===== config.mk =====
export PLATFORM = sky130hd
export DESIGN_NAME = aprs_frame_classifier
export DESIGN_NICKNAME = d
export VERILOG_FILES = /design/src/design/afc_pkg.sv /design/src/design/aprs_frame_classifier.sv
export VERILOG_INCLUDE_DIRS = /design/src /design/src/design
export SDC_FILE = /design/constraint.sdc
export NUM_CORES = 1
export LEC_CHECK = 0
export ABC_CLOCK_PERIOD_IN_PS = 8100
export BUFFER_PORTS_ARGS = -buffer_cell sky130_fd_sc_hd__buf_2
export CAP_MARGIN = 20
export CELL_PAD_IN_SITES_DETAIL_PLACEMENT = 1
export CELL_PAD_IN_SITES_GLOBAL_PLACEMENT = 1
export CORE_MARGIN = 5
export CORE_UTILIZATION = 47
export DETAILED_ROUTE_END_ITERATION = 10
export GPL_TIMING_DRIVEN = 0
export PLACE_DENSITY_LB_ADDON = 0.15
export SLEW_MARGIN = 30
export SYNTH_ARGS = -nofsm -noshare
export SYNTH_HDL_FRONTEND = slang
export SYNTH_SLANG_ARGS = --single-unit
export TNS_END_PERCENT = 20

===== constraint.sdc =====
create_clock -name aclk -period 8.1 [get_ports aclk]
set_input_delay 2.025 -clock aclk [delete_from_list [all_inputs] [get_ports aclk]]
set_output_delay 2.025 -clock aclk [all_outputs]
set_load 0.01 [all_outputs]

===== src/design/aprs_frame_classifier_defines.svh =====
// Assertion macros shared by the APRS frame classifier RTL.
`ifndef APRS_FRAME_CLASSIFIER_DEFINES_SVH
`define APRS_FRAME_CLASSIFIER_DEFINES_SVH

// Same-cycle implication, disabled while reset is asserted.
`define AFC_ASSERT_NOW(label, clk, rst_n, ante, cons) \
    label: assert property (@(posedge clk) disable iff (!(rst_n)) (ante) |-> (cons)) \
        else $error("afc assertion failed");

// Next-cycle implication, disabled while reset is asserted.
`define AFC_ASSERT_NEXT(label, clk, rst_n, ante, cons) \
    label: assert property (@(posedge clk) disable iff (!(rst_n)) (ante) |=> (cons)) \
        else $error("afc assertion failed");

`endif


===== src/design/afc_pkg.sv =====
// Types, character codes and helper functions for the APRS frame classifier.
package afc_pkg;

    localparam int unsigned ByteW  = 8;
    localparam int unsigned CountW = 5;
    localparam logic [CountW-1:0] CountMax = 5'd31;

    // Field tags carried with every echoed character.
    typedef enum logic [2:0] {
        TAG_SOURCE    = 3'd0,
        TAG_DEST      = 3'd1,
        TAG_PATH      = 3'd2,
        TAG_SEPARATOR = 3'd3,
        TAG_TYPE_CHAR = 3'd4,
        TAG_BODY      = 3'd5
    } field_tag_t;

    // Frame types reported on the final character.
    typedef enum logic [2:0] {
        FT_UNKNOWN  = 3'd0,
        FT_POSITION = 3'd1,
        FT_NMEA     = 3'd2,
        FT_MESSAGE  = 3'd3,
        FT_STATUS   = 3'd4,
        FT_WEATHER  = 3'd5
    } frame_type_t;

    localparam logic [ByteW-1:0] ChColon     = 8'h3A;
    localparam logic [ByteW-1:0] ChComma     = 8'h2C;
    localparam logic [ByteW-1:0] ChGreater   = 8'h3E;
    localparam logic [ByteW-1:0] ChBang      = 8'h21;
    localparam logic [ByteW-1:0] ChEqual     = 8'h3D;
    localparam logic [ByteW-1:0] ChSlash     = 8'h2F;
    localparam logic [ByteW-1:0] ChAt        = 8'h40;
    localparam logic [ByteW-1:0] ChDollar    = 8'h24;
    localparam logic [ByteW-1:0] ChHash      = 8'h23;
    localparam logic [ByteW-1:0] ChStar      = 8'h2A;
    localparam logic [ByteW-1:0] ChUnder     = 8'h5F;
    localparam logic [ByteW-1:0] ChBackslash = 8'h5C;
    localparam logic [ByteW-1:0] ChSpace     = 8'h20;
    localparam logic [ByteW-1:0] ChDash      = 8'h2D;

    // Body length thresholds, expressed as body counts (type char included).
    localparam logic [CountW-1:0] CntMinLen    = 5'd11; // at least ten after type char
    localparam logic [CountW-1:0] CntNmeaLen   = 5'd12; // more than ten after type char
    localparam logic [CountW-1:0] CntCompPlain = 5'd14; // thirteen from position char
    localparam logic [CountW-1:0] CntCompStamp = 5'd21; // same, after a timestamp

    function automatic logic is_compressed_char(input logic [ByteW-1:0] c);
        return (c == ChSlash) || (c == ChBackslash) ||
               (c >= 8'h41 && c <= 8'h5A) || (c >= 8'h61 && c <= 8'h6A);
    endfunction

    function automatic logic is_addressee_char(input logic [ByteW-1:0] c);
        return (c == ChSpace) || (c == ChDash) ||
               (c >= 8'h41 && c <= 8'h5A) || (c >= 8'h30 && c <= 8'h39);
    endfunction

endpackage


===== src/design/aprs_frame_classifier.sv =====
// Top level of the APRS frame classifier: per-character tagging and frame checks.
//
//  Channel | Dir | tdata (low bit up)                          | tuser       | tlast
//  s_      | in  | [7:0] byte_in                               | -           | last_byte
//  m_      | out | [7:0] byte_out, [8] frame_valid,            | [2:0] tag   | frame_end
//          |     | [11:9] frame_type, [15:12] zero             |             |
//
// Every accepted word produces one result word in the next cycle; a word can be
// accepted in every cycle. The frame state is updated at the accepting edge and
// the tag, validity and type are computed by a short compare/counter path that
// ends in the output register. That single output register is the only buffer:
// a new word is accepted whenever it is empty or its word is being taken, so a
// stalled consumer stalls the producer only while the register is full.
// Reset (aresetn low, synchronous) empties the output register and returns the
// frame state to the start of a frame; the final character of each frame does
// the same for the frame state.
module aprs_frame_classifier (
    input  logic        aclk,
    input  logic        aresetn,
    input  logic        s_tvalid,
    output logic        s_tready,
    input  logic [7:0]  s_tdata,   // [7:0] byte_in
    input  logic        s_tlast,   // last_byte
    output logic        m_tvalid,
    input  logic        m_tready,
    output logic [15:0] m_tdata,   // [7:0] byte_out, [8] frame_valid, [11:9] frame_type
    output logic [2:0]  m_tuser,   // [2:0] field_tag
    output logic        m_tlast    // frame_end
);

    // Frame state.
    logic                        in_body_reg, in_body_next;
    logic [1:0]                  tokens_reg, tokens_next;
    logic                        tok_nonempty_reg, tok_nonempty_next;
    logic                        empty_tok_reg, empty_tok_next;
    logic [afc_pkg::CountW-1:0]  body_cnt_reg, body_cnt_next;
    logic [afc_pkg::ByteW-1:0]   type_char_reg, type_char_next;
    logic [afc_pkg::ByteW-1:0]   pos_char_reg, pos_char_next;
    logic                        addr_ok_reg, addr_ok_next;
    logic                        colon9_reg, colon9_next;
    logic                        dbl_bang_reg, dbl_bang_next;

    // Output register.
    logic                        out_valid_reg;
    logic [afc_pkg::ByteW-1:0]   out_byte_reg;
    afc_pkg::field_tag_t         out_tag_reg;
    logic                        out_last_reg;
    afc_pkg::frame_type_t        out_type_reg;

    afc_pkg::field_tag_t         tag;
    afc_pkg::frame_type_t        ftype;
    logic                        accept;
    logic [afc_pkg::ByteW-1:0]   c;
    logic                        stamp;

    assign c        = s_tdata;
    assign s_tready = !out_valid_reg || m_tready;
    assign accept   = s_tvalid && s_tready;

    // State update for the current character; the close of a header token marks
    // an empty token if it held no character and counts it, saturating at three.
    always_comb begin
        in_body_next      = in_body_reg;
        tokens_next       = tokens_reg;
        tok_nonempty_next = tok_nonempty_reg;
        empty_tok_next    = empty_tok_reg;
        body_cnt_next     = body_cnt_reg;
        type_char_next    = type_char_reg;
        pos_char_next     = pos_char_reg;
        addr_ok_next      = addr_ok_reg;
        colon9_next       = colon9_reg;
        dbl_bang_next     = dbl_bang_reg;
        tag               = afc_pkg::TAG_BODY;

        if (!in_body_reg) begin
            if (c == afc_pkg::ChColon || c == afc_pkg::ChComma ||
                    c == afc_pkg::ChGreater) begin
                if (!tok_nonempty_reg) begin
                    empty_tok_next = 1'b1;
                end
                if (tokens_reg != 2'd3) begin
                    tokens_next = tokens_reg + 2'd1;
                end
                tok_nonempty_next = 1'b0;
                in_body_next      = (c == afc_pkg::ChColon);
                tag               = afc_pkg::TAG_SEPARATOR;
            end else begin
                tok_nonempty_next = 1'b1;
                case (tokens_reg)
                    2'd0:    tag = afc_pkg::TAG_SOURCE;
                    2'd1:    tag = afc_pkg::TAG_DEST;
                    default: tag = afc_pkg::TAG_PATH;
                endcase
            end
        end else if (body_cnt_reg == '0) begin
            type_char_next = c;
            body_cnt_next  = 5'd1;
            tag            = afc_pkg::TAG_TYPE_CHAR;
        end else begin
            // body_cnt_reg - 1 is the index of c after the type char.
            if (type_char_reg == afc_pkg::ChBang && body_cnt_reg == 5'd1 &&
                    c == afc_pkg::ChBang) begin
                dbl_bang_next = 1'b1;
            end
            if ((type_char_reg == afc_pkg::ChBang || type_char_reg == afc_pkg::ChEqual) &&
                    body_cnt_reg == 5'd1) begin
                pos_char_next = c;
            end
            if ((type_char_reg == afc_pkg::ChSlash || type_char_reg == afc_pkg::ChAt) &&
                    body_cnt_reg == 5'd8) begin
                pos_char_next = c;
            end
            if (body_cnt_reg < 5'd10 && !afc_pkg::is_addressee_char(c)) begin
                addr_ok_next = 1'b0;
            end
            if (body_cnt_reg == 5'd10 && c == afc_pkg::ChColon) begin
                colon9_next = 1'b1;
            end
            if (body_cnt_reg != afc_pkg::CountMax) begin
                body_cnt_next = body_cnt_reg + 5'd1;
            end
        end
    end

    // Classification on the state as it stands after this character.
    assign stamp = (type_char_next == afc_pkg::ChSlash) || (type_char_next == afc_pkg::ChAt);

    always_comb begin
        ftype = afc_pkg::FT_UNKNOWN;
        if (s_tlast && in_body_next && tokens_next >= 2'd2 && !empty_tok_next &&
                body_cnt_next >= 5'd2) begin
            case (type_char_next) inside
                afc_pkg::ChBang, afc_pkg::ChEqual, afc_pkg::ChSlash, afc_pkg::ChAt: begin
                    if (!(type_char_next == afc_pkg::ChBang && dbl_bang_next) &&
                            body_cnt_next >= afc_pkg::CntMinLen &&
                            !(afc_pkg::is_compressed_char(pos_char_next) &&
                              body_cnt_next >= (stamp ? afc_pkg::CntCompStamp
                                                      : afc_pkg::CntCompPlain))) begin
                        ftype = afc_pkg::FT_POSITION;
                    end
                end
                afc_pkg::ChDollar: begin
                    if (body_cnt_next >= afc_pkg::CntNmeaLen) begin
                        ftype = afc_pkg::FT_NMEA;
                    end
                end
                afc_pkg::ChColon: begin
                    if (body_cnt_next >= afc_pkg::CntMinLen && colon9_next && addr_ok_next) begin
                        ftype = afc_pkg::FT_MESSAGE;
                    end
                end
                afc_pkg::ChGreater: ftype = afc_pkg::FT_STATUS;
                afc_pkg::ChHash, afc_pkg::ChStar, afc_pkg::ChUnder: ftype = afc_pkg::FT_WEATHER;
                default: ftype = afc_pkg::FT_UNKNOWN;
            endcase
        end
    end

    // Frame state: back to the start of a frame after the final character.
    always_ff @(posedge aclk) begin
        if (!aresetn || (accept && s_tlast)) begin
            in_body_reg      <= 1'b0;
            tokens_reg       <= 2'd0;
            tok_nonempty_reg <= 1'b0;
            empty_tok_reg    <= 1'b0;
            body_cnt_reg     <= '0;
            type_char_reg    <= '0;
            pos_char_reg     <= '0;
            addr_ok_reg      <= 1'b1;
            colon9_reg       <= 1'b0;
            dbl_bang_reg     <= 1'b0;
        end else if (accept) begin
            in_body_reg      <= in_body_next;
            tokens_reg       <= tokens_next;
            tok_nonempty_reg <= tok_nonempty_next;
            empty_tok_reg    <= empty_tok_next;
            body_cnt_reg     <= body_cnt_next;
            type_char_reg    <= type_char_next;
            pos_char_reg     <= pos_char_next;
            addr_ok_reg      <= addr_ok_next;
            colon9_reg       <= colon9_next;
            dbl_bang_reg     <= dbl_bang_next;
        end
    end

    always_ff @(posedge aclk) begin
        if (!aresetn) begin
            out_valid_reg <= 1'b0;
        end else if (accept) begin
            out_valid_reg <= 1'b1;
        end else if (m_tready) begin
            out_valid_reg <= 1'b0;
        end
    end

    // Payload of the output register needs no reset.
    always_ff @(posedge aclk) begin
        if (accept) begin
            out_byte_reg <= c;
            out_tag_reg  <= tag;
            out_last_reg <= s_tlast;
            out_type_reg <= ftype;
        end
    end

    assign m_tvalid = out_valid_reg;
    assign m_tdata  = {4'b0000, out_type_reg, (out_type_reg != afc_pkg::FT_UNKNOWN),
                       out_byte_reg};
    assign m_tuser  = out_tag_reg;
    assign m_tlast  = out_last_reg;

`include "aprs_frame_classifier_defines.svh"

    // A frame is only reported valid, with a known type, on its final word.
    `AFC_ASSERT_NOW(a_valid_only_at_end, aclk, aresetn, m_tvalid && (m_tdata[11:9] != 3'd0), m_tlast && m_tdata[8])

    // The final character of a frame leaves the state at the start of a frame.
    `AFC_ASSERT_NEXT(a_state_cleared, aclk, aresetn, accept && s_tlast, !in_body_reg && (body_cnt_reg == 5'd0) && (tokens_reg == 2'd0))

    // A taken result with no new word behind it empties the output register.
    `AFC_ASSERT_NEXT(a_drain, aclk, aresetn, m_tvalid && m_tready && !accept, !m_tvalid)

    // A body word after the type character keeps the frame in its body unless it was the final word.
    `AFC_ASSERT_NEXT(a_type_char_once, aclk, aresetn, accept && in_body_reg && (body_cnt_reg != 5'd0), in_body_reg || $past(s_tlast))

endmodule

# Word level (Yosys, flattened, before mapping)
# Cells that the tools add are included.
# word_totals
reg_bits	45
input_bits	13
word_cells	150
# op_classes
n_addsub	2
magnitude_cmp	14
n_eq_ne	28
mux	42
n_bitwise	1
reduce_logical	48
# op_table
operator	count
8-bit by 6-bit == test with 1-bit output (second input constant)	18
8-bit two-way mux	6
8-bit by 7-bit == test with 1-bit output (second input constant)	4
8-bit by 7-bit greater-or-equal comparator with 1-bit output (second input constant)	3
8-bit by 7-bit less-or-equal comparator with 1-bit output (second input constant)	3
1-bit logical AND	22
5-bit two-way mux	4
1-bit two-way mux	19
3-bit two-way mux	6
1-bit logical OR	13
2-bit two-way mux	6
5-bit by 4-bit == test with 1-bit output (second input constant)	2
5-bit by 4-bit greater-or-equal comparator with 1-bit output (second input constant)	2
8-bit by 6-bit greater-or-equal comparator with 1-bit output (second input constant)	1
8-bit by 6-bit less-or-equal comparator with 1-bit output (second input constant)	1
1-bit zero test	6
5-bit by 1-bit adder with 5-bit output (second input constant)	1
5-bit by 1-bit == test with 1-bit output (second input constant)	1
5-bit by 2-bit greater-or-equal comparator with 1-bit output (second input constant)	1
5-bit greater-or-equal comparator	1
5-bit zero test	1
5-bit by 4-bit less-than comparator with 1-bit output (second input constant)	1
5-bit inequality test (second input constant)	1
2-bit one-hot mux with 2 select lines	1
other kinds (11)	11

# Longest topological paths before layout
# Gate-level depths: netlist (run 1).
# depth
word_depth	16
mapped_depth	15
depth_no_buf	14

# Worst setup path before layout (run 1)
# OpenSTA, ideal clock, no wires.
# synth_path
kind	in2reg
start	input s_tdata[5]
end	register out_type_reg[0], data pin
setup_ns	0.152
arrival_ns	4.552
required_time_ns	7.948
path_slack_ns	3.396
stages	13
path_buffers	1
path_cell_list	clkbuf_1 -> inv_1 -> nor3_1 -> a31oi_1 -> o2bb2ai_1 -> ha_1 -> nand2b_1 -> a21oi_1 -> a211oi_1 -> o21ai_0 -> o2bb2a_4 -> a2111o_1 -> a31oi_1
# synth_via
elab_chain_len	14
# synth_rtl
item	line	source
start: declaration	aprs_frame_classifier.sv:22	input logic [7:0] s_tdata,
8-bit by 7-bit greater-or-equal comparator with 1-bit output, or another cell as far along	afc_pkg.sv:56	(c >= 8'h41 && c <= 8'h5A) || (c >= 8'h30 && c <= 8'h39);
1-bit logical AND or 1-bit logical OR (tied branches)	afc_pkg.sv:56, afc_pkg.sv:55	
1-bit logical OR	afc_pkg.sv:55	return (c == ChSpace) || (c == ChDash) ||
1-bit logical OR	afc_pkg.sv:56	
1-bit zero test	aprs_frame_classifier.sv:113	if (body_cnt_reg < 5'd10 && !afc_pkg::is_addressee_char(c)) begin
1-bit logical AND	aprs_frame_classifier.sv:113	
1-bit two-way mux	aprs_frame_classifier.sv:113	
1-bit two-way mux	aprs_frame_classifier.sv:95	end else if (body_cnt_reg == '0) begin
1-bit two-way mux	aprs_frame_classifier.sv:75	if (!in_body_reg) begin
1-bit logical AND	aprs_frame_classifier.sv:148	if (body_cnt_next >= afc_pkg::CntMinLen && colon9_next && addr_ok_next) begin
2-bit two-way mux	aprs_frame_classifier.sv:148	
3-bit two-way mux (3 in a row)	aprs_frame_classifier.sv:132	case (type_char_next) inside
end signal: assignment	aprs_frame_classifier.sv:202	out_type_reg <= ftype;
end: declaration	aprs_frame_classifier.sv:48	afc_pkg::frame_type_t out_type_reg;
# Several ways; a longest one is shown, not always the timed one.
# A chain may end at the register's enable or synchronous reset.

# Worst setup path after layout (run 1)
# Ends and elaborated chain as after synthesis.

==> flow_metrics.tcl, run 1 <==
set metrics [dict create \
    synth-async-reset-ratio 0 \
    cp_max_fo 8 \
    grt_pass1_wl_um 12700 \
    timing.hold.worst_path_depth 2 \
    cts_root_buffer "sky130_fd_sc_hd__clkbuf_8" \
    synth_enable_flop_cells 15 \
    timing_hold_violations_final 0 \
    met2_wirelength_um 3710 \
    relSlewSlack 0.566 \
    core_area_um2 5510 \
    wl_met3_um 337 \
    route.final.wire_length_um 7650 \
    hold_bufs_inserted_after_cts 0 \
    p_per_area_nw_per_um2 152 \
    cts.path.max_buffers 2 \
    worst-path-buf-inv 3 \
    route.detailed.drc 0 \
    path_class "input pin to flop" \
    vias 2473 \
    period_needed_ns 5.22 \
    r2r-start "body_cnt_reg[0]" \
    static-leakage-power_uw 0.00117 \
    max_stage_delay_ns 0.52 \
    initial_utilization 0.486 \
    crit_chain "buf_2, clkbuf_1, inv_1, nor3_1, a31oi_1, o2bb2ai_1, ha_1, nand2b_1, a21oi_1, a211oi_1, o21ai_0, o2bb2a_4, a2111o_1, a31oi_1" \
    number_of_antenna_violations_at_the_first_check_in_global_routing 0 \
    drt_first_pass_iters 4 \
    viasPerCell 5.83 \
    synth.top_cells.by_area "sky130_fd_sc_hd__dfxtp_1, sky130_fd_sc_hd__edfxtp_1, sky130_fd_sc_hd__a21oi_1" \
    track_usage 0.215 \
    max_freq_ghz 0.192 \
    drt-initial-drc-count 246 \
    area.growth.synth_to_final_pct 13.4 \
    htreeDepth 2 \
    worstSetupEndpointType "flop" \
    critPathRequiredTime_ns 8.25 \
    layout.nets 372 \
    drive_gt1_frac 0.176 \
    die-width_um 85.4 \
    post_synth_inst_count 311 \
    count_of_buffers_added_by_post_cts_timing_repair_for_setup 0 \
    ctsResizeCount 0 \
    fill_cells 684 \
    yosys_most_used_dff "sky130_fd_sc_hd__dfxtp_1" \
    grt_start_max_net_pins 25 \
    cap_violations 0 \
    dp.final_hpwl_um 5700 \
    worst-r2r-cell-count 15 \
    critical-path-top-cell-by-count "sky130_fd_sc_hd__a31oi_1" \
    port-buffer-count 30 \
    synth_cell_types 60 \
    cp-start-kind "input pin" \
    multi_input_logic_area_um2 1460 \
    report.final.slew_viol_count 0 \
    route.top_layer_used "met4" \
    yosysSeqAreaShare 0.393 \
    met1_length_um 3490 \
    startpoint_of_the_worst_setup_timing_path "s_tdata[5]" \
    timing.critical_path.arrival_ns 5.37 \
    area.sequential_um2 1050 \
    die_height_um 85.4 \
    setup.reg_to_reg.worst_slack_ns 3.98 \
    timing_worst_slew_pin_value_ns 0.634 \
    cts_buffers 5 \
    placementRows 27 \
    grt_overflow 0 \
    first_global_vias 2496 \
    detailedPlace.worstSlack_ns 2.61 \
    setup_viol 0 \
    post-route-util 0.551 \
    cts.reportedPaths.clkPinSlew_ns 0.09 \
    min_path_type "flop to flop" \
    fin_setup_tns_ns 0 \
    worst_path_max_delay_cell "sky130_fd_sc_hd__nor3_1" \
    synthesis.area_um2 2680 \
    average_wire_per_standard_cell_um 18.0 \
    antenna_cells 0 \
    final_min_period_over_clock_period 0.644 \
    reg2reg_to "out_type_reg[0]" \
    ys_seq_elements 45 \
    netlist.top_cell.by_area "sky130_fd_sc_hd__dfxtp_1" \
    postRouteAntennaNets 0 \
    clock-skew-final_ns 0.00694 \
    cts_sinks 45 \
    design_power_total_uw 461 \
    tritoncts "yes" \
    ir_worst_vdd_mv 0.101 \
    crit_family "compound AO/OA/AOI/OAI gates" \
    outcome "finished clean" \
    dieArea_um2 7300 \
    syn_area_per_cell_um2 8.60 \
    timing.final.ws_setup_ns 2.88 \
    synth_warnings 0 \
    design.portCount 35 \
    unrepaired_setup_endpoints_after_global_routing "false" \
    worst_hold_slack_ns 0.480 \
    globalplace.congestion 0.876 \
    clk_latency_ns 0.31 \
    yosys_top_cell_area_share 0.225 \
]
-- worst min-delay path: cells and delay by family (launching register included) --
| kind | cells | cell delay, ns |
|---|---|---|
| DFF | 1 | 0.34 |
| and+or+nand+nor | 1 | 0.07 |
| AOI/OAI and AO/OA | 1 | 0.04 |
-- routing by layer --
metal / vias to the layer above / GRT usage
li1: 1209 / -
met1: 1188 / 0.293
met2: 65 / 0.349
met3: 11 / 0.0379
met4: 0 / 0.0604
met5: - / 0
-- worst max path at each step --
stage	slack, ns	endpoint	depth (start not counted)
after floorplan	3.40	out_type_reg[0]	13
after global placement	2.74	out_type_reg[0]	14
after detailed placement	2.61	out_type_reg[0]	14
after CTS	2.90	out_type_reg[0]	14
after global routing	2.59	out_type_reg[0]	14
final	2.88	out_type_reg[0]	14
-- Yosys cell counts, types with 8 or more instances --
cell type                  count
sky130_fd_sc_hd__nand2b_1      8
sky130_fd_sc_hd__inv_1        17
sky130_fd_sc_hd__nand2_1      33
sky130_fd_sc_hd__a31oi_1      11
sky130_fd_sc_hd__nor2_1       30
sky130_fd_sc_hd__a211oi_1      8
sky130_fd_sc_hd__a21oi_1      30
sky130_fd_sc_hd__clkbuf_1     10
sky130_fd_sc_hd__mux2i_1       8
sky130_fd_sc_hd__nor3_1       13
sky130_fd_sc_hd__edfxtp_1     15
sky130_fd_sc_hd__dfxtp_1      30
sky130_fd_sc_hd__ha_1          8
-- cell type report --
cell class	count	area share
Clock inverter	2	0.00371
Multi-Input combinational cell	231	0.481
Buffer	21	0.0375
Sequential cell	45	0.347
Inverter	17	0.0210
Tap cell	72	0.0297
Timing Repair Buffer	30	0.0495
Clock buffer	6	0.0309
-- cell usage in the layout (no fill, tap or decap), drive strengths merged, types with 11 or more instances in the layout --
cell / netlist / final
nand2: 33 / 33
clkbuf: 10 / 16
edfxtp: 15 / 15
dfxtp: 30 / 30
nor2: 30 / 30
a21oi: 30 / 30
a31oi: 11 / 11
inv: 17 / 17
nor3: 14 / 14
buf: 11 / 41
-- cell families (layout without fill, tap and decap cells) --
logic type               after synthesis  after routing  synth area share
buffers and inverters                 38             76            0.0659
adder cells (fa/ha/maj)                8              8            0.0374
multiplexers                           8              8            0.0299
AND/OR/NAND/NOR                      125            125             0.253
flip-flops                            45             45             0.393
XOR/XNOR                               4              4            0.0131
AO/OA/AOI/OAI                         82             82             0.206
other                                  1              4           0.00140
-- report_power, final --
| group | switching [uW] | total [uW] | internal (uW) |
|---|---|---|---|
| combinational | 36.9 | 56.4 | 19.5 |
| clock | 83.2 | 162 | 78.5 |
| sequential | 3.24 | 243 | 239 |
-- per-stage QoR --
stage	instances	instance area, um^2
global route	424	3030
floorplan	314	2690
finish	424	3030
CTS	424	3030
global placement	416	2930
detailed placement	416	2930
No activity file was read; power rests on OpenSTA's default activity.
==> run 2: changes to the inputs <==
ABC_CLOCK_PERIOD_IN_PS = 4300   (was 8100)
CORE_UTILIZATION = 39   (was 47)
clock period = 4.3 ns   (was 8.1 ns; I/O delays follow)
==> flow_metrics.tcl, run 2 (synthesis results as in run 1) <==
set metrics [dict create \
    clk_latency_ns 0.30 \
    internal-power_uw 677 \
    placementRows 30 \
    unrepaired_setup_endpoints_after_global_routing "false" \
    cp_max_fo 8 \
    drt-initial-drc-count 126 \
    grt_start_max_net_pins 25 \
    timing.hold.worst_path_depth 1 \
    share_comb_of_total_power 0.118 \
    hold_bufs_inserted_after_cts 0 \
    layout.nets 372 \
    cts.path.max_buffers 2 \
    report.final.slew_viol_count 0 \
    power.switching_fraction 0.254 \
    ir_worst_vdd_mv 0.176 \
    outcome "finished clean" \
    tritoncts "yes" \
    dp.final_hpwl_um 5680 \
    met2_wirelength_um 3640 \
    critPathRequiredTime_ns 4.44 \
    dieArea_um2 8620 \
    grt_pass1_wl_um 12500 \
    wl_met3_um 207 \
    number_of_antenna_violations_at_the_first_check_in_global_routing 0 \
    core_area_um2 6720 \
    static-leakage-power_uw 0.00118 \
    period_needed_ns 3.96 \
    met1_length_um 3660 \
    relSlewSlack 0.614 \
    route.detailed.drc 0 \
    post-route-util 0.456 \
    drive_gt1_frac 0.182 \
    design.portCount 35 \
    clock-skew-final_ns 0.00863 \
    cap_violations 0 \
    first_global_vias 2388 \
    fill_cells 824 \
    count_of_buffers_added_by_post_cts_timing_repair_for_setup 0 \
    port-buffer-count 30 \
    average_wire_per_standard_cell_um 17.5 \
    vias 2465 \
    track_usage 0.181 \
    worstSetupEndpointType "flop" \
    final_common_cell "sky130_fd_sc_hd__buf_2" \
    setup_viol 0 \
    postRouteAntennaNets 0 \
    timing_hold_violations_final 0 \
    p_clk_frac 0.379 \
    cts_buffers 5 \
    area.sequential_um2 1050 \
    cp-start-kind "input pin" \
    max_freq_ghz 0.252 \
    finish.instance_area_um2 3070 \
    timing.critical_path.arrival_ns 4.10 \
    htreeDepth 2 \
    globalplace.congestion 0.841 \
    pwr-share-seq 0.503 \
    area.growth.synth_to_final_pct 14.6 \
    final_min_period_over_clock_period 0.921 \
    p_per_area_nw_per_um2 296 \
    total_switching_power_uw 231 \
    multi_input_logic_area_um2 1470 \
    die-width_um 92.8 \
    cts_sinks 45 \
    route.final.wire_length_um 7570 \
    path_class "input pin to flop" \
    drt_first_pass_iters 4 \
    route.top_layer_used "met4" \
    antenna_cells 0 \
    initial_utilization 0.398 \
    cts.reportedPaths.clkPinSlew_ns 0.09 \
    worst-r2r-cell-count 15 \
    most-common-layout-cells "sky130_fd_sc_hd__buf_2, sky130_fd_sc_hd__nand2_1, sky130_fd_sc_hd__nor2_1, sky130_fd_sc_hd__a21oi_1, sky130_fd_sc_hd__dfxtp_1" \
    viasPerCell 5.71 \
    placedInstanceArea_um2 2940 \
    cts_root_buffer "sky130_fd_sc_hd__clkbuf_8" \
    grt_overflow 0 \
    min_path_type "flop to flop" \
    timing_worst_slew_pin_value_ns 0.579 \
    die_height_um 92.8 \
]
==> run 2: what timing repair did <==
action,in CTS,in global routing
setup endpoints to repair,0,1
resized for setup,0,2
endpoints found under the hold margin,0,0
==> run 2: layout make-up <==
| type | count | share of cell area |
|---|---|---|
| Timing Repair Buffer | 30 | 0.0490 |
| Inverter | 17 | 0.0208 |
| Clock inverter | 1 | 0.00980 |
| Sequential cell | 45 | 0.343 |
| Multi-Input combinational cell | 231 | 0.480 |
| Tap cell | 80 | 0.0327 |
| Clock buffer | 7 | 0.0282 |
| Buffer | 21 | 0.0371 |
==> run 2: critical path: stages <==
cell	delay [ns]
sky130_fd_sc_hd__buf_2	0.09
sky130_fd_sc_hd__clkbuf_1	0.29
sky130_fd_sc_hd__inv_1	0.16
sky130_fd_sc_hd__nor3_2	0.30
sky130_fd_sc_hd__a31oi_1	0.20
sky130_fd_sc_hd__o2bb2ai_2	0.31
sky130_fd_sc_hd__ha_1	0.28
sky130_fd_sc_hd__nand2b_1	0.14
sky130_fd_sc_hd__a21oi_1	0.16
sky130_fd_sc_hd__a211oi_1	0.06
sky130_fd_sc_hd__o21ai_0	0.28
sky130_fd_sc_hd__o2bb2a_4	0.19
sky130_fd_sc_hd__a2111o_1	0.37
sky130_fd_sc_hd__a31oi_1	0.19
==> run 2: power by group through the flow <==
stage	clock (uW)	sequential (uW)	combinational, uW
2_1_floorplan	0	471	61.6
3_3_place_gp	0	466	104
3_5_place_dp	0	467	106
4_1_cts	348	457	107
5_1_grt	371	458	117
6_report	344	457	107
==> run 2: routing by layer <==
metal	global-route usage	vias to the layer above
li1	-	1210
met1	0.242	1216
met2	0.299	30
met3	0.0374	9
met4	0.0403	0
met5	0	-
==> run 2: through the flow <==
| stage | setup WS (ns) | hold slack [ns] | power [uW] | cells | setup TNS (ns) |
|---|---|---|---|---|---|
| 2_1_floorplan | 0.546 | 0.427 | 532 | 314 | 0 |
| 3_3_place_gp | -0.145 | 0.441 | 570 | 424 | -0.145 |
| 3_5_place_dp | -0.274 | 0.455 | 573 | 424 | -0.274 |
| 4_1_cts | 0.0239 | 0.476 | 912 | 432 | 0 |
| 5_1_grt | 0.104 | 0.489 | 946 | 432 | 0 |
| 6_report | 0.339 | 0.473 | 908 | 432 | 0 |
==> run 2: path summary, 6_finish.rpt <==
check,start,end,slack (ns)
setup / recovery,s_tdata[5],out_type_reg[0],0.34
hold / removal,addr_ok_reg,addr_ok_reg,0.47
setup reg to reg,body_cnt_reg[0],out_type_reg[0],0.35
hold reg to reg,addr_ok_reg,addr_ok_reg,0.47
==> run 3: changes to the inputs <==
==> constraint.sdc (replaced) <==
create_clock -name aclk -period 4.3 [get_ports aclk]
set_input_delay 0.215 -clock aclk [delete_from_list [all_inputs] [get_ports aclk]]
set_output_delay 0.215 -clock aclk [all_outputs]
set_load 0.01 [all_outputs]
==> flow_metrics.tcl, run 3 (synthesis results as in run 1) <==
set metrics [dict create \
    outcome "finished clean" \
    final_min_period_over_clock_period 0.923 \
    final_common_cell "sky130_fd_sc_hd__buf_2" \
    unrepaired_setup_endpoints_after_global_routing "false" \
    cts_buffers 5 \
    route.final.wire_length_um 7540 \
    count_of_buffers_added_by_post_cts_timing_repair_for_setup 0 \
    dp.final_hpwl_um 5680 \
    worstSetupEndpointType "flop" \
    layout.nets 372 \
    setup_viol 0 \
    timing.hold.worst_path_depth 1 \
    timing.critical_path.arrival_ns 4.11 \
    max_freq_ghz 0.252 \
    average_wire_per_standard_cell_um 17.4 \
    min_path_type "input pin to flop" \
    drt-initial-drc-count 148 \
    critPathRequiredTime_ns 4.44 \
    cts.reportedPaths.clkPinSlew_ns 0.09 \
    viasPerCell 5.72 \
    postRouteAntennaNets 0 \
    report.final.slew_viol_count 0 \
    r2r-start "body_cnt_reg[0]" \
    fill_cells 824 \
    die-width_um 92.8 \
    placementRows 30 \
    path_class "flop to flop" \
    min_to "out_byte_reg[5]" \
    port-buffer-count 30 \
    drive_gt1_frac 0.179 \
    relSlewSlack 0.617 \
    initial_utilization 0.398 \
    cp-start-kind "flop" \
    drt_first_pass_iters 4 \
    first_global_vias 2388 \
    route.detailed.drc 0 \
    vias 2471 \
    static-leakage-power_uw 0.00118 \
    cts.path.max_buffers 2 \
    number_of_antenna_violations_at_the_first_check_in_global_routing 0 \
    htreeDepth 2 \
    reg2reg_to "out_type_reg[0]" \
    most-common-layout-cells "sky130_fd_sc_hd__buf_2, sky130_fd_sc_hd__nand2_1, sky130_fd_sc_hd__nor2_1, sky130_fd_sc_hd__a21oi_1, sky130_fd_sc_hd__dfxtp_1" \
    grt_overflow 0 \
    clock-skew-final_ns 0.0118 \
    grt_start_max_net_pins 25 \
    fin_setup_tns_ns 0 \
    cp_max_fo 10 \
    ir_worst_vdd_mv 0.175 \
    die_height_um 92.8 \
    max_stage_delay_ns 0.46 \
    clk_latency_ns 0.30 \
    dieArea_um2 8620 \
    detailedPlace.worstSlack_ns 0.213 \
    antenna_cells 0 \
    hp_start "s_tdata[5]" \
    worst-r2r-cell-count 15 \
    grt_pass1_wl_um 12500 \
    setup.reg_to_reg.worst_slack_ns 0.33 \
    p_per_area_nw_per_um2 296 \
    timing.final.ws_setup_ns 0.329 \
    cts_sinks 45 \
    tritoncts "yes" \
    area.growth.synth_to_final_pct 14.4 \
    timing_worst_slew_pin_value_ns 0.570 \
    cap_violations 0 \
    crit_chain "inv_1, ha_1, nor4b_4, and2_1, buf_4, a31oi_1, o2bb2ai_2, ha_1, nand2b_1, a21oi_1, a211oi_1, o21ai_0, o2bb2a_4, a2111o_1, a31oi_1" \
    globalplace.congestion 0.841 \
    timing_hold_violations_final 0 \
    worst_path_max_delay_cell "sky130_fd_sc_hd__nor4b_4" \
    period_needed_ns 3.97 \
    cts_root_buffer "sky130_fd_sc_hd__clkbuf_8" \
    track_usage 0.181 \
    design.portCount 35 \
    core_area_um2 6720 \
]
==> run 3: changes by cell type in the layout (fill, tap and decap cells not counted) <==
| cell | delta |
|---|---|
| sky130_fd_sc_hd__nor3_1 | +1 |
| sky130_fd_sc_hd__nor3_2 | -1 |
==> run 3: report_power, final <==
group	internal, uW	total (uW)	switching (uW)
registers	451	457	5.79
clock network	190	342	152
logic	36.7	106	69.5
==> run 3: per-layer routing <==
metal	global-route usage	wire length, um	vias up
li1	-	-	1210
met1	0.242	3590	1219
met2	0.299	3620	35
met3	0.0374	261	7
met4	0.0403	64	0
met5	0	0	-
==> run 3: metrics by stage <==
step | hold slack (ns) | instance area [um^2] | instances | util | total power, uW
floorplan | 0.314 | 2690 | 314 | - | 532
global placement | 0.406 | 2940 | 424 | 0.437 | 570
detailed placement | 0.418 | 2940 | 424 | 0.437 | 573
CTS | 0.106 | 3050 | 432 | 0.455 | 912
global route | 0.105 | 3060 | 432 | 0.455 | 946
finish | 0.104 | 3060 | 432 | 0.455 | 905
==> run 3: layout make-up <==
cell class              count  area, um^2  area share
repair buffers             30         150      0.0491
well taps                  80         100      0.0327
plain buffers              21         114      0.0372
clock inverters             1        30.0     0.00981
inverters                  17        63.8      0.0209
flip-flops and latches     45        1050       0.343
multi-input cells         231        1470       0.479
clock buffers               7        86.3      0.0282
==> run 3: worst max path at each step <==
stage	cells past startpoint	to	slack [ns]	startpoint
2_1_floorplan	15	out_type_reg[0]	0.97	body_cnt_reg[0]
3_3_place_gp	15	out_type_reg[0]	0.32	body_cnt_reg[0]
3_5_place_dp	15	out_type_reg[0]	0.21	body_cnt_reg[0]
4_1_cts	15	out_type_reg[0]	0.19	body_cnt_reg[0]
5_1_grt	15	out_type_reg[0]	0.11	body_cnt_reg[1]
6_report	15	out_type_reg[0]	0.33	body_cnt_reg[0]
==> run 3: critical path, delay by kind of cell (launching register included) <==
kind,cells,cell delay [ns]
AO/OA/AOI/OAI,8,1.72
flip-flops,1,0.38
adder cells (fa/ha/maj),2,0.52
buffers and inverters,2,0.34
AND/OR/NAND/NOR,3,0.85
==> run 3: timing repair <==
action	in CTS	in global routing
hold buffers	0	0
setup endpoints to repair	0	1
resized for setup	0	1
